### src/design/http_request_header_tokenizer_defines.svh
// Assertion macros used by the HTTP request header tokenizer top level.
`ifndef HTTP_REQUEST_HEADER_TOKENIZER_DEFINES_SVH
`define HTTP_REQUEST_HEADER_TOKENIZER_DEFINES_SVH

// Checked property, disabled while reset is asserted.
`define HRHT_ASSERT(lbl, prop, msg) \
  lbl: assert property (@(posedge clk_i) disable iff (!rst_ni) (prop)) else $error(msg);

// Checked property, evaluated during reset as well.
`define HRHT_ASSERT_ALWAYS(lbl, prop, msg) \
  lbl: assert property (@(posedge clk_i) (prop)) else $error(msg);

`endif

### src/design/hrht_pkg.sv
// Types and constants of the HTTP request header tokenizer.
`timescale 1ns / 1ps
package hrht_pkg;

  localparam logic [7:0] CH_COLON = 8'h3A;
  localparam logic [7:0] CH_CR    = 8'h0D;
  localparam logic [7:0] CH_LF    = 8'h0A;
  localparam logic [7:0] CH_SPACE = 8'h20;

  typedef enum logic [7:0] {
    PH_METHOD   = 8'b0000_0001,
    PH_ENDPOINT = 8'b0000_0010,
    PH_VERSION  = 8'b0000_0100,
    PH_KEY      = 8'b0000_1000,
    PH_SKIP     = 8'b0001_0000,
    PH_VALUE    = 8'b0010_0000,
    PH_ROWDONE  = 8'b0100_0000,
    PH_DISCARD  = 8'b1000_0000
  } phase_e;

  typedef enum logic [2:0] {
    TAG_METHOD   = 3'd0,
    TAG_ENDPOINT = 3'd1,
    TAG_VERSION  = 3'd2,
    TAG_KEY      = 3'd3,
    TAG_VALUE    = 3'd4,
    TAG_DELIM    = 3'd5,
    TAG_DROP     = 3'd6
  } tag_e;

  typedef struct packed {
    phase_e phase;
    logic   row_empty;
    logic   skip_lf;
  } parse_state_t;

endpackage

### src/design/hrht_in_if.sv
// Input channel carrying one request byte per transfer.
`timescale 1ns / 1ps
interface hrht_in_if;
  logic       valid;
  logic       ready;
  logic [7:0] data_byte;
  logic       last_byte;

  modport source (output valid, data_byte, last_byte, input ready);
  modport sink (input valid, data_byte, last_byte, output ready);
endinterface

### src/design/hrht_out_if.sv
// Output channel carrying one tagged byte per transfer.
`timescale 1ns / 1ps
interface hrht_out_if;
  logic       valid;
  logic       ready;
  logic [7:0] byte_out;
  logic [2:0] field_tag;
  logic [4:0] header_index;
  logic       request_end;

  modport source (output valid, byte_out, field_tag, header_index, request_end, input ready);
  modport sink (input valid, byte_out, field_tag, header_index, request_end, output ready);
endinterface

### src/design/http_request_header_tokenizer.sv
// Top level of the HTTP request header tokenizer.
// The block takes a received HTTP request one byte per transfer on req_i and
// returns each byte on tok_o tagged as method, endpoint, version, header key,
// header value, delimiter or dropped, with the header row number for key and
// value bytes. One byte is held back as lookahead, so the result for a byte
// is produced when the following byte is accepted. The byte marked last is
// the terminator: it produces no result of its own, the held byte goes out
// with request_end set, and the parser returns to its reset state so that a
// new request may follow at once.
// A byte is accepted in every cycle while tok_o is empty or being drained,
// so the sustained rate is one byte per cycle. A result appears on tok_o in the
// cycle after the transfer of the byte that follows it; it passes through the
// single result register. When the receiver stalls, the result waits in
// its register and req_i.ready drops until it is taken.
// Reset clears the held byte, the parser state and the result valid flag; no
// clearing pass is needed.
`timescale 1ns / 1ps
`include "http_request_header_tokenizer_defines.svh"
module http_request_header_tokenizer #(
  parameter int ROW_LIMIT    = 32,
  parameter int HEADER_LIMIT = 31
) (
  input logic      clk_i,
  input logic      rst_ni,
  hrht_in_if.sink  req_i,
  hrht_out_if.source tok_o
);

  localparam int CntW = $clog2(ROW_LIMIT + 1);

  localparam hrht_pkg::parse_state_t StateRst = '{
    phase:     hrht_pkg::PH_METHOD,
    row_empty: 1'b1,
    skip_lf:   1'b0
  };

  logic                   accept;
  logic                   out_valid_q, out_valid_d;
  logic [7:0]             held_q, held_d;
  logic                   held_valid_q, held_valid_d;
  hrht_pkg::parse_state_t st_q, st_d, st_nxt;
  logic [CntW-1:0]        cnt_q, cnt_d, cnt_nxt;
  hrht_pkg::tag_e         tag;
  logic [4:0]             hidx;
  logic [7:0]             byte_q;
  logic [2:0]             tag_q;
  logic [4:0]             hidx_q;
  logic                   end_q;

  hrht_classify #(
    .ROW_LIMIT    (ROW_LIMIT),
    .HEADER_LIMIT (HEADER_LIMIT)
  ) u_classify (
    .cur_i  (st_q),
    .cnt_i  (cnt_q),
    .held_i (held_q),
    .data_i (req_i.data_byte),
    .last_i (req_i.last_byte),
    .nxt_o  (st_nxt),
    .cnt_o  (cnt_nxt),
    .tag_o  (tag),
    .hidx_o (hidx)
  );

  assign req_i.ready = !out_valid_q || tok_o.ready;
  assign accept      = req_i.valid && req_i.ready;

  always_comb begin
    out_valid_d  = out_valid_q;
    held_d       = held_q;
    held_valid_d = held_valid_q;
    st_d         = st_q;
    cnt_d        = cnt_q;
    if (accept) begin
      out_valid_d = held_valid_q;
      if (req_i.last_byte) begin
        held_d       = 8'd0;
        held_valid_d = 1'b0;
        st_d         = StateRst;
        cnt_d        = '0;
      end else begin
        held_d       = req_i.data_byte;
        held_valid_d = 1'b1;
        if (held_valid_q) begin
          st_d  = st_nxt;
          cnt_d = cnt_nxt;
        end
      end
    end else if (tok_o.ready) begin
      out_valid_d = 1'b0;
    end
  end

  always_ff @(posedge clk_i or negedge rst_ni) begin
    if (!rst_ni) begin
      out_valid_q  <= 1'b0;
      held_q       <= 8'd0;
      held_valid_q <= 1'b0;
      st_q         <= StateRst;
      cnt_q        <= '0;
    end else begin
      out_valid_q  <= out_valid_d;
      held_q       <= held_d;
      held_valid_q <= held_valid_d;
      st_q         <= st_d;
      cnt_q        <= cnt_d;
    end
  end

  always_ff @(posedge clk_i) begin
    if (accept && held_valid_q) begin
      byte_q <= held_q;
      tag_q  <= tag;
      hidx_q <= hidx;
      end_q  <= req_i.last_byte;
    end
  end

  assign tok_o.valid        = out_valid_q;
  assign tok_o.byte_out     = byte_q;
  assign tok_o.field_tag    = tag_q;
  assign tok_o.header_index = hidx_q;
  assign tok_o.request_end  = end_q;

  `HRHT_ASSERT(a_no_result_without_held, accept && !held_valid_q |=> !out_valid_q, "result without held byte")
  `HRHT_ASSERT(a_last_resets, accept && req_i.last_byte |=> !held_valid_q && st_q.phase == hrht_pkg::PH_METHOD && cnt_q == '0, "terminator did not reset parser")
  `HRHT_ASSERT(a_hidx_only_fields, out_valid_q && tag_q != hrht_pkg::TAG_KEY && tag_q != hrht_pkg::TAG_VALUE |-> hidx_q == 5'd0, "header index on non-header byte")
  `HRHT_ASSERT_ALWAYS(a_skip_lf_held, st_q.skip_lf |-> held_valid_q && held_q == hrht_pkg::CH_LF, "pending line feed not held")

endmodule

### src/design/hrht_classify.sv
// Combinational classifier of the held byte and next parser state.
`timescale 1ns / 1ps
module hrht_classify #(
  parameter int ROW_LIMIT    = 32,
  parameter int HEADER_LIMIT = 31,
  localparam int CntW        = $clog2(ROW_LIMIT + 1)
) (
  input  hrht_pkg::parse_state_t cur_i,
  input  logic [CntW-1:0]        cnt_i,
  input  logic [7:0]             held_i,
  input  logic [7:0]             data_i,
  input  logic                   last_i,
  output hrht_pkg::parse_state_t nxt_o,
  output logic [CntW-1:0]        cnt_o,
  output hrht_pkg::tag_e         tag_o,
  output logic [4:0]             hidx_o
);

  localparam int HidxW = (CntW > 5) ? CntW : 5;

  logic            split;
  logic [CntW-1:0] cnt_inc;
  logic [CntW-1:0] cnt_m1;
  logic            over_limit;
  logic [HidxW-1:0] hidx_ext;

  assign split   = (held_i == hrht_pkg::CH_CR) && !last_i && (data_i == hrht_pkg::CH_LF);
  assign cnt_inc = cnt_i + CntW'(1);
  assign over_limit = (32'(cnt_inc) >= 32'(ROW_LIMIT)) ||
                      (32'(cnt_inc) >= 32'(HEADER_LIMIT) + 32'd1);

  always_comb begin
    nxt_o = cur_i;
    cnt_o = cnt_i;
    tag_o = hrht_pkg::TAG_DROP;
    if (cur_i.skip_lf) begin
      nxt_o.skip_lf = 1'b0;
      tag_o = hrht_pkg::TAG_DELIM;
    end else if (cur_i.phase == hrht_pkg::PH_DISCARD) begin
      tag_o = hrht_pkg::TAG_DROP;
    end else if (split) begin
      nxt_o.skip_lf = 1'b1;
      nxt_o.row_empty = 1'b1;
      tag_o = hrht_pkg::TAG_DELIM;
      if (cur_i.row_empty && (cnt_i != '0)) begin
        nxt_o.phase = hrht_pkg::PH_DISCARD;
      end else begin
        cnt_o = cnt_inc;
        nxt_o.phase = over_limit ? hrht_pkg::PH_DISCARD : hrht_pkg::PH_KEY;
      end
    end else begin
      nxt_o.row_empty = 1'b0;
      case (cur_i.phase)
        hrht_pkg::PH_METHOD: begin
          if (held_i == hrht_pkg::CH_SPACE) begin
            nxt_o.phase = hrht_pkg::PH_ENDPOINT;
            tag_o = hrht_pkg::TAG_DELIM;
          end else begin
            tag_o = hrht_pkg::TAG_METHOD;
          end
        end
        hrht_pkg::PH_ENDPOINT: begin
          if (held_i == hrht_pkg::CH_SPACE) begin
            nxt_o.phase = hrht_pkg::PH_VERSION;
            tag_o = hrht_pkg::TAG_DELIM;
          end else begin
            tag_o = hrht_pkg::TAG_ENDPOINT;
          end
        end
        hrht_pkg::PH_VERSION: begin
          tag_o = hrht_pkg::TAG_VERSION;
        end
        hrht_pkg::PH_KEY: begin
          if (held_i == hrht_pkg::CH_COLON) begin
            nxt_o.phase = hrht_pkg::PH_SKIP;
            tag_o = hrht_pkg::TAG_DELIM;
          end else begin
            tag_o = hrht_pkg::TAG_KEY;
          end
        end
        hrht_pkg::PH_SKIP: begin
          if (held_i == hrht_pkg::CH_SPACE) begin
            tag_o = hrht_pkg::TAG_DELIM;
          end else if (held_i == hrht_pkg::CH_CR || held_i == hrht_pkg::CH_LF) begin
            nxt_o.phase = hrht_pkg::PH_ROWDONE;
            tag_o = hrht_pkg::TAG_DELIM;
          end else begin
            nxt_o.phase = hrht_pkg::PH_VALUE;
            tag_o = hrht_pkg::TAG_VALUE;
          end
        end
        hrht_pkg::PH_VALUE: begin
          if (held_i == hrht_pkg::CH_CR || held_i == hrht_pkg::CH_LF) begin
            nxt_o.phase = hrht_pkg::PH_ROWDONE;
            tag_o = hrht_pkg::TAG_DELIM;
          end else begin
            tag_o = hrht_pkg::TAG_VALUE;
          end
        end
        default: begin
          tag_o = hrht_pkg::TAG_DROP;
        end
      endcase
    end
  end

  // Header rows are numbered from zero; the request line has no number.
  assign cnt_m1   = cnt_o - CntW'(1);
  assign hidx_ext = HidxW'(cnt_m1);

  always_comb begin
    hidx_o = 5'd0;
    if ((tag_o == hrht_pkg::TAG_KEY || tag_o == hrht_pkg::TAG_VALUE) && (cnt_o != '0)) begin
      hidx_o = hidx_ext[4:0];
    end
  end

endmodule

### src/flat_wrapper.sv
// flat-port wrapper written by rule: the top's interface ports become plain ports
module http_request_header_tokenizer_flat 
#(
  parameter int ROW_LIMIT    = 32,
  parameter int HEADER_LIMIT = 31
)
  (clk_i, rst_ni, req_i_valid, req_i_data_byte, req_i_last_byte, req_i_ready, tok_o_valid, tok_o_byte_out, tok_o_field_tag, tok_o_header_index, tok_o_request_end, tok_o_ready);
  hrht_in_if req_i_i ();
  hrht_out_if tok_o_i ();
  input logic clk_i;
  input logic rst_ni;
  input wire logic [$bits(req_i_i.valid)-1:0] req_i_valid;
  input wire logic [$bits(req_i_i.data_byte)-1:0] req_i_data_byte;
  input wire logic [$bits(req_i_i.last_byte)-1:0] req_i_last_byte;
  output wire logic [$bits(req_i_i.ready)-1:0] req_i_ready;
  output wire logic [$bits(tok_o_i.valid)-1:0] tok_o_valid;
  output wire logic [$bits(tok_o_i.byte_out)-1:0] tok_o_byte_out;
  output wire logic [$bits(tok_o_i.field_tag)-1:0] tok_o_field_tag;
  output wire logic [$bits(tok_o_i.header_index)-1:0] tok_o_header_index;
  output wire logic [$bits(tok_o_i.request_end)-1:0] tok_o_request_end;
  input wire logic [$bits(tok_o_i.ready)-1:0] tok_o_ready;
  assign req_i_i.valid = req_i_valid;
  assign req_i_i.data_byte = req_i_data_byte;
  assign req_i_i.last_byte = req_i_last_byte;
  assign req_i_ready = req_i_i.ready;
  assign tok_o_valid = tok_o_i.valid;
  assign tok_o_byte_out = tok_o_i.byte_out;
  assign tok_o_field_tag = tok_o_i.field_tag;
  assign tok_o_header_index = tok_o_i.header_index;
  assign tok_o_request_end = tok_o_i.request_end;
  assign tok_o_i.ready = tok_o_ready;
  http_request_header_tokenizer #(.ROW_LIMIT(ROW_LIMIT), .HEADER_LIMIT(HEADER_LIMIT)) u_core (.clk_i(clk_i), .rst_ni(rst_ni), .req_i(req_i_i), .tok_o(tok_o_i));
endmodule
### config.mk
export PLATFORM = sky130hd
export DESIGN_NAME = http_request_header_tokenizer_flat
export DESIGN_NICKNAME = d
export VERILOG_FILES = /design/src/design/hrht_pkg.sv /design/src/design/hrht_in_if.sv /design/src/design/hrht_out_if.sv /design/src/design/http_request_header_tokenizer.sv /design/src/design/hrht_classify.sv /design/src/flat_wrapper.sv
export VERILOG_INCLUDE_DIRS = /design/src /design/src/design
export SDC_FILE = /design/constraint.sdc
export NUM_CORES = 1
export LEC_CHECK = 0
export ABC_AREA = 1
export BUFFER_PORTS_ARGS = -buffer_cell sky130_fd_sc_hd__buf_4
export CORE_UTILIZATION = 45
export CTS_CLUSTER_SIZE = 14
export DETAILED_ROUTE_END_ITERATION = 10
export SYNTH_ARGS = -nofsm -noshare
export SYNTH_HDL_FRONTEND = slang
export SYNTH_SLANG_ARGS = --single-unit
### constraint.sdc
create_clock -name clk_i -period 2.9 [get_ports clk_i]
set_input_delay 0.145 -clock clk_i [delete_from_list [all_inputs] [get_ports clk_i]]
set_output_delay 0.145 -clock clk_i [all_outputs]
set_load 0.02 [all_outputs]
# Yosys cells after proc, flatten, opt, wreduce, memory -nomap -nowiden
# Index checks and enable logic that the tools add are counted.
# totals
output_inout_bits	19
inputBits	13
regBits	43
wordCells	89
# classes
n_reduce_logical	19
eq_ne	21
addsub	2
n_lt_le_gt_ge	1
muxes	35
# ops
cell	n
$mux 8	8
$pmux 8 s5	1
$mux 6	6
$eq 8x4->1 const B	4
$mux 10	3
$eq 8x6->1 const B	3
$mux 3	7
$ne 4x4->1 const B	5
$mux 9	2
$pmux 3 s6	1
$reduce_bool 6->1	2
$reduce_and 10->1	1
$eq 8x1->1 const B	1
$eq 8x2->1 const B	1
$eq 8x3->1 const B	1
$eq 8x5->1 const B	1
$eq 8x8->1 const B	1
$mux 7	1
$reduce_bool 7->1	1
$add 6x1->6 const B	1
$ge 6x6->1 const B	1
$logic_and 1x1->1	6
$mux 1	6
$sub 5x1->5 const B	1
8 further kinds	13

# Depth between registers and ports, before layout
# logic_depth
ltp_word	11
mapped_depth	16
depth_no_buf	16

# Modules after synthesis
# A second synthesis with hierarchy kept.
# unflattened
hier_cells	404
area_unflattened_um2	2999.1
# modules_own_cells
module	cells_each	instances	area_per_inst_um2	seq_area_each_um2
http_request_header_tokenizer	169	1	1754.2	1163.6
hrht_classify	235	1	1244.9	0.0

# Worst setup path after synthesis
# No wires, ideal clock.
# synth_timing
kind	register -> register
from	reg u_core.st_q[2] (netlist name)
to	reg u_core.hidx_q[4], in the netlist u_core.tok_o.header_index[4] (data pin)
setup_ns	0.253
path_stages_with_launch	17
path_slack_ns	0.826
t_required_ns	2.647
n_path_buf	0
t_arrival_ns	1.821
synth_period_minus_slack_ns	2.074
path_cell_list	dfstp_2 -> inv_1 -> nand2_1 -> nor2_1 -> nand2_2 -> nand2_2 -> nor2_4 -> nand2_1 -> nand2_1 -> nand2_1 -> inv_1 -> ha_1 -> nand3_1 -> nor2_2 -> nand2_1 -> nand2_2 -> nor2_1
# synth_via
elab_chain_len	8
elab_cells_between_ends	19
cone_classes	add/sub: 1; eq/ne: 9; mux: 6; reduce/logical: 3
# synth_rtl
item	line	text
start: declaration	http_request_header_tokenizer.sv:41	hrht_pkg::parse_state_t st_q, st_d, st_nxt;
start signal: assignment	http_request_header_tokenizer.sv:99	st_q <= StateRst;
start signal: assignment	http_request_header_tokenizer.sv:105	st_q <= st_d;
$eq 8x6->1 (tied with other cells)	hrht_classify.sv:53	case (cur_i.phase)
$pmux 3 s6	hrht_classify.sv:53	
$mux 3	hrht_classify.sv:41	end else if (split) begin
$mux 3	hrht_classify.sv:39	end else if (cur_i.phase == hrht_pkg::PH_DISCARD) begin
$mux 3	hrht_classify.sv:36	if (cur_i.skip_lf) begin
$eq 3x2->1 / $eq 3x3->1 (equally long branches)	hrht_classify.sv:113	if ((tag_o == hrht_pkg::TAG_KEY || tag_o == hrht_pkg::TAG_VALUE) && (cnt_o != '0)) begin
$logic_or 1x1->1	hrht_classify.sv:113	
$logic_and 1x1->1	hrht_classify.sv:113	
end signal: assignment	http_request_header_tokenizer.sv:114	hidx_q <= hidx;
end: declaration	http_request_header_tokenizer.sv:47	logic [4:0] hidx_q;
# Parallel ways exist; a longest one is shown, timed or not.
# A chain may end at the register's enable or synchronous reset.

# Worst setup path after layout
# layout_timing
from	reg u_core.held_q[7]
to	reg u_core.hidx_q[4], in the netlist u_core.tok_o.header_index[4] (data pin)
# layout_via
elab_chain_len	11
elab_cells_between_ends	25
cone_classes	add/sub: 1; eq/ne: 6; mux: 12; reduce/logical: 6
# layout_rtl
item	line	text
start: declaration	http_request_header_tokenizer.sv:39	logic [7:0] held_q, held_d;
start signal: assignment	http_request_header_tokenizer.sv:103	held_q <= held_d;
$eq 8x4->1 (on tied branches)	hrht_classify.sv:27, hrht_classify.sv:84, hrht_classify.sv:93	
$logic_or 1x1->1	hrht_classify.sv:84, hrht_classify.sv:93	
$mux 1	hrht_classify.sv:84, hrht_classify.sv:93	
$mux 3	hrht_classify.sv:82	if (held_i == hrht_pkg::CH_SPACE) begin
$pmux 3 s6	hrht_classify.sv:53	
$mux 3	hrht_classify.sv:41	
$mux 3	hrht_classify.sv:39	
$mux 3	hrht_classify.sv:36	
$eq 3x2->1 / $eq 3x3->1 (equally long branches)	hrht_classify.sv:113	
$logic_or 1x1->1	hrht_classify.sv:113	
$logic_and 1x1->1	hrht_classify.sv:113	
# Parallel ways exist; a longest one is shown, timed or not.

==> metrics.cfg <==
[synthesis]
synth_largest_area_cell = dfrtp_1
synth.yosys.seq_area_share_pct = 47.6
synth_edf_count = 17
netlist_area_um2 = 2450
syn_area_per_cell_um2 = 8.15
synth.distinct_cells = 28
synth_nets = 316
synthCells = 300
synthTopCellsByArea = dfrtp_1 25%, edfxtp_1 21%, nand2_1 10%
synth_warnings = 0
ys.flop_type = dfrtp_1
synth_top_area_share_pct = 24.6
synth-seq-cells = 43
async_reset_ff_share_pct = 60.5

[critical_path]
path_delay_family = simple AND/OR/NAND/NOR gates
r2r_slack_ns = 0.49
worstReg2RegStart = u_core.held_q[7]
rr_worst_depth = 13
critPathKind = register to register
required_ns = 2.95
start_kind = register
worstPathMaxFanout = 7
path_buf_inv = 1
reg2reg_to = u_core.tok_o.header_index[4]
path_cells = nor2_2 -> nand4_1 -> nor2_2 -> nand2_1 -> nand2_1 -> nand2_1 -> inv_1 -> ha_1 -> nand3_1 -> nor2_2 -> nand2_1 -> nand2_2 -> nor2_1
crit_arrival_ns = 2.46
crit_slowest_cell = dfrtp_1
slowest_delay_ns = 0.41
critical_path.most_common_cell = nand2_1
worstSetupEndpointType = register

[global_routing]
grt_pass1_wl_mm = 8.82
antenna_found_initial = 0
grt_usage_pct = 20.9
grt_max_degree = 27
grt_pass1_vias = 1975
overflow = 0

[die]
core-area_um2 = 5170
num_io_pins = 32
initial_core_util_pct = 47.3
die_x_um = 75.7
num_rows = 26
design.die.area_um2 = 5730
die_y_um = 75.7

[drt]
first_pass_iters = 4
wl_met3_um = 166
routed_wl_mm = 5.34
via_per_inst = 5.00
wl_met2_mm = 2.52
drt-met1-wl_mm = 2.56
drc = 0
drtIter0Drc = 131
vias = 2050
route.top_layer_used = met4
ant_nets = 0
wire_per_inst_um = 13.0

[run]
maxCapViolCount = 0

[placement]
io_buffers = 31
dp_slack_ns = 0.514
gp_congestion = 0.935
place_area_um2 = 2770
place_hpwl_mm = 4.12

[timing]
fin_crit_sh_pct = 83.1
fmax_mhz = 415
hold_ws_ns = 0.104
slew_headroom_pct = 69.9
setup_ws_ns = 0.491
tns_ns = 0
rsz0062_at_grt = false
finalCriticalPeriod_ns = 2.41
worst_pin_slew_ns = 0.448
final.setup_skew_ns = 0.00644
final_max_slew_viol_count = 0
setup_viol = 0
timing.final.hold_violations = 0

[clock_network]
numCtsBuffers = 5
clk_latency_ns = 0.29
clkTransAtPathRegs_ns = 0.08
cts_buffer_depth = 2
cts_resized = 0
cts_tree = done
h-tree-depth = 2
clockRootBuffer = clkbuf_8
cts_sinks = 43

[hold_path]
whs_path_depth = 3
min_to = u_core.held_q[1]
hold_path_class = input port to register
min_from = req_i_data_byte[1]

[power_and_ir_drop]
power_density_nw_per_um2 = 572
p_leak_nw = 1.42
peakVddDrop_v = 0.000285
finalPower_mw = 1.65

[finish]
n_fill_cell = 485
fin_area_um2 = 2890
final_common_cell = nand2_1
drive_gt1_share_pct = 25.6
nets = 355
syn_to_final_growth_pct = 18.1
antenna_cells = 0
regArea_um2 = 1160
multi_input_area_um2 = 1070
final_cell_mix = 65 x nand2_1, 47 x inv_1, 33 x nor2_1, 33 x buf_4, 24 x dfrtp_1

[run_status]
status = finished clean

[synth_stat cells (2+ instances only)]
cell type	count
nor3_1	6
nand3_2	3
o21ai_0	9
nor2_1	33
nand2_1	65
nand2_2	9
o21ai_2	8
edfxtp_1	17
a21oi_1	3
nand4_1	7
xor2_1	3
o22ai_1	10
nor2_4	3
dfrtp_1	24
ha_1	3
inv_2	5
dfstp_2	2
nand3_1	21
nor2_2	14
inv_1	47
[worst min-delay path: cells and delay by family]
family / cells / cell delay, ns
buffers and inverters: 1 / 0.09
AOI/OAI and AO/OA: 1 / 0.07
and+or+nand+nor: 1 / 0.06
[sequential cells by signal (all words and copies together) (netlist names)]
name,count
u_core.tok_o.request_end,1
u_core.tok_o.header_index,5
u_core.held_q,8
u_core.tok_o.byte_out,8
u_core.st_q,10
u_core.held_valid_q,1
u_core.tok_o.field_tag,3
u_core.tok_o.valid,1
u_core.cnt_q,6
[power by group]
part           leakage, nW  internal (mW)  switching (mW)
clock network       0.0581          0.256           0.205
registers            0.505          0.708          0.0409
logic                0.861          0.158           0.285
total                 1.42           1.12           0.531
[metrics by stage]
| step | std cells | util, % |
|---|---|---|
| 2_1_floorplan | 300 | - |
| 3_3_place_gp | 401 | 53.5 |
| 3_5_place_dp | 401 | 53.5 |
| 4_1_cts | 410 | 55.9 |
| 5_1_grt | 410 | 55.9 |
| 6_report | 410 | 55.9 |
[routing by layer]
layer	vias up	global-route usage (%)
li1	1046	-
met1	948	28.5
met2	47	33.4
met3	9	3.57
met4	0	8.02
met5	-	0
[area by class of cell]
cell class                 instances  share of cell area (%)
sequential                        43                    40.3
clock buffer                       5                    2.38
clock inverter                     3                    1.52
tap                               70                    3.03
multi-input combinational        203                    37.1
timing repair buffer              34                    8.92
inverter                          52                    6.76
[timing repair]
action	CTS	global route
hold endpoints to repair	24	0
hold buffers	1	0
buffers inserted	0	0
[how the worst max path moves through the flow]
stage                           startpoint                           end  slack, ns  depth (start not counted)
after floorplan             u_core.st_q[2]  u_core.tok_o.header_index[4]       0.83                         16
after global placement    u_core.held_q[7]  u_core.tok_o.header_index[0]       0.53                         13
after detailed placement  u_core.held_q[7]  u_core.tok_o.header_index[4]       0.51                         13
after CTS                 u_core.held_q[7]  u_core.tok_o.header_index[4]       0.49                         13
after global routing      u_core.held_q[0]  u_core.tok_o.header_index[0]       0.24                         14
final                     u_core.held_q[7]  u_core.tok_o.header_index[4]       0.49                         13
[logic make-up after synthesis]
kind of cell | count (synthesis) | share of synthesized area, %
simple gates | 163 | 31.6
buf+inv | 54 | 8.59
flops | 43 | 47.6
xor+xnor | 3 | 1.07
fa+ha+maj | 3 | 1.53
compound gates | 34 | 9.62
No activity file was read; power rests on OpenSTA's default activity.
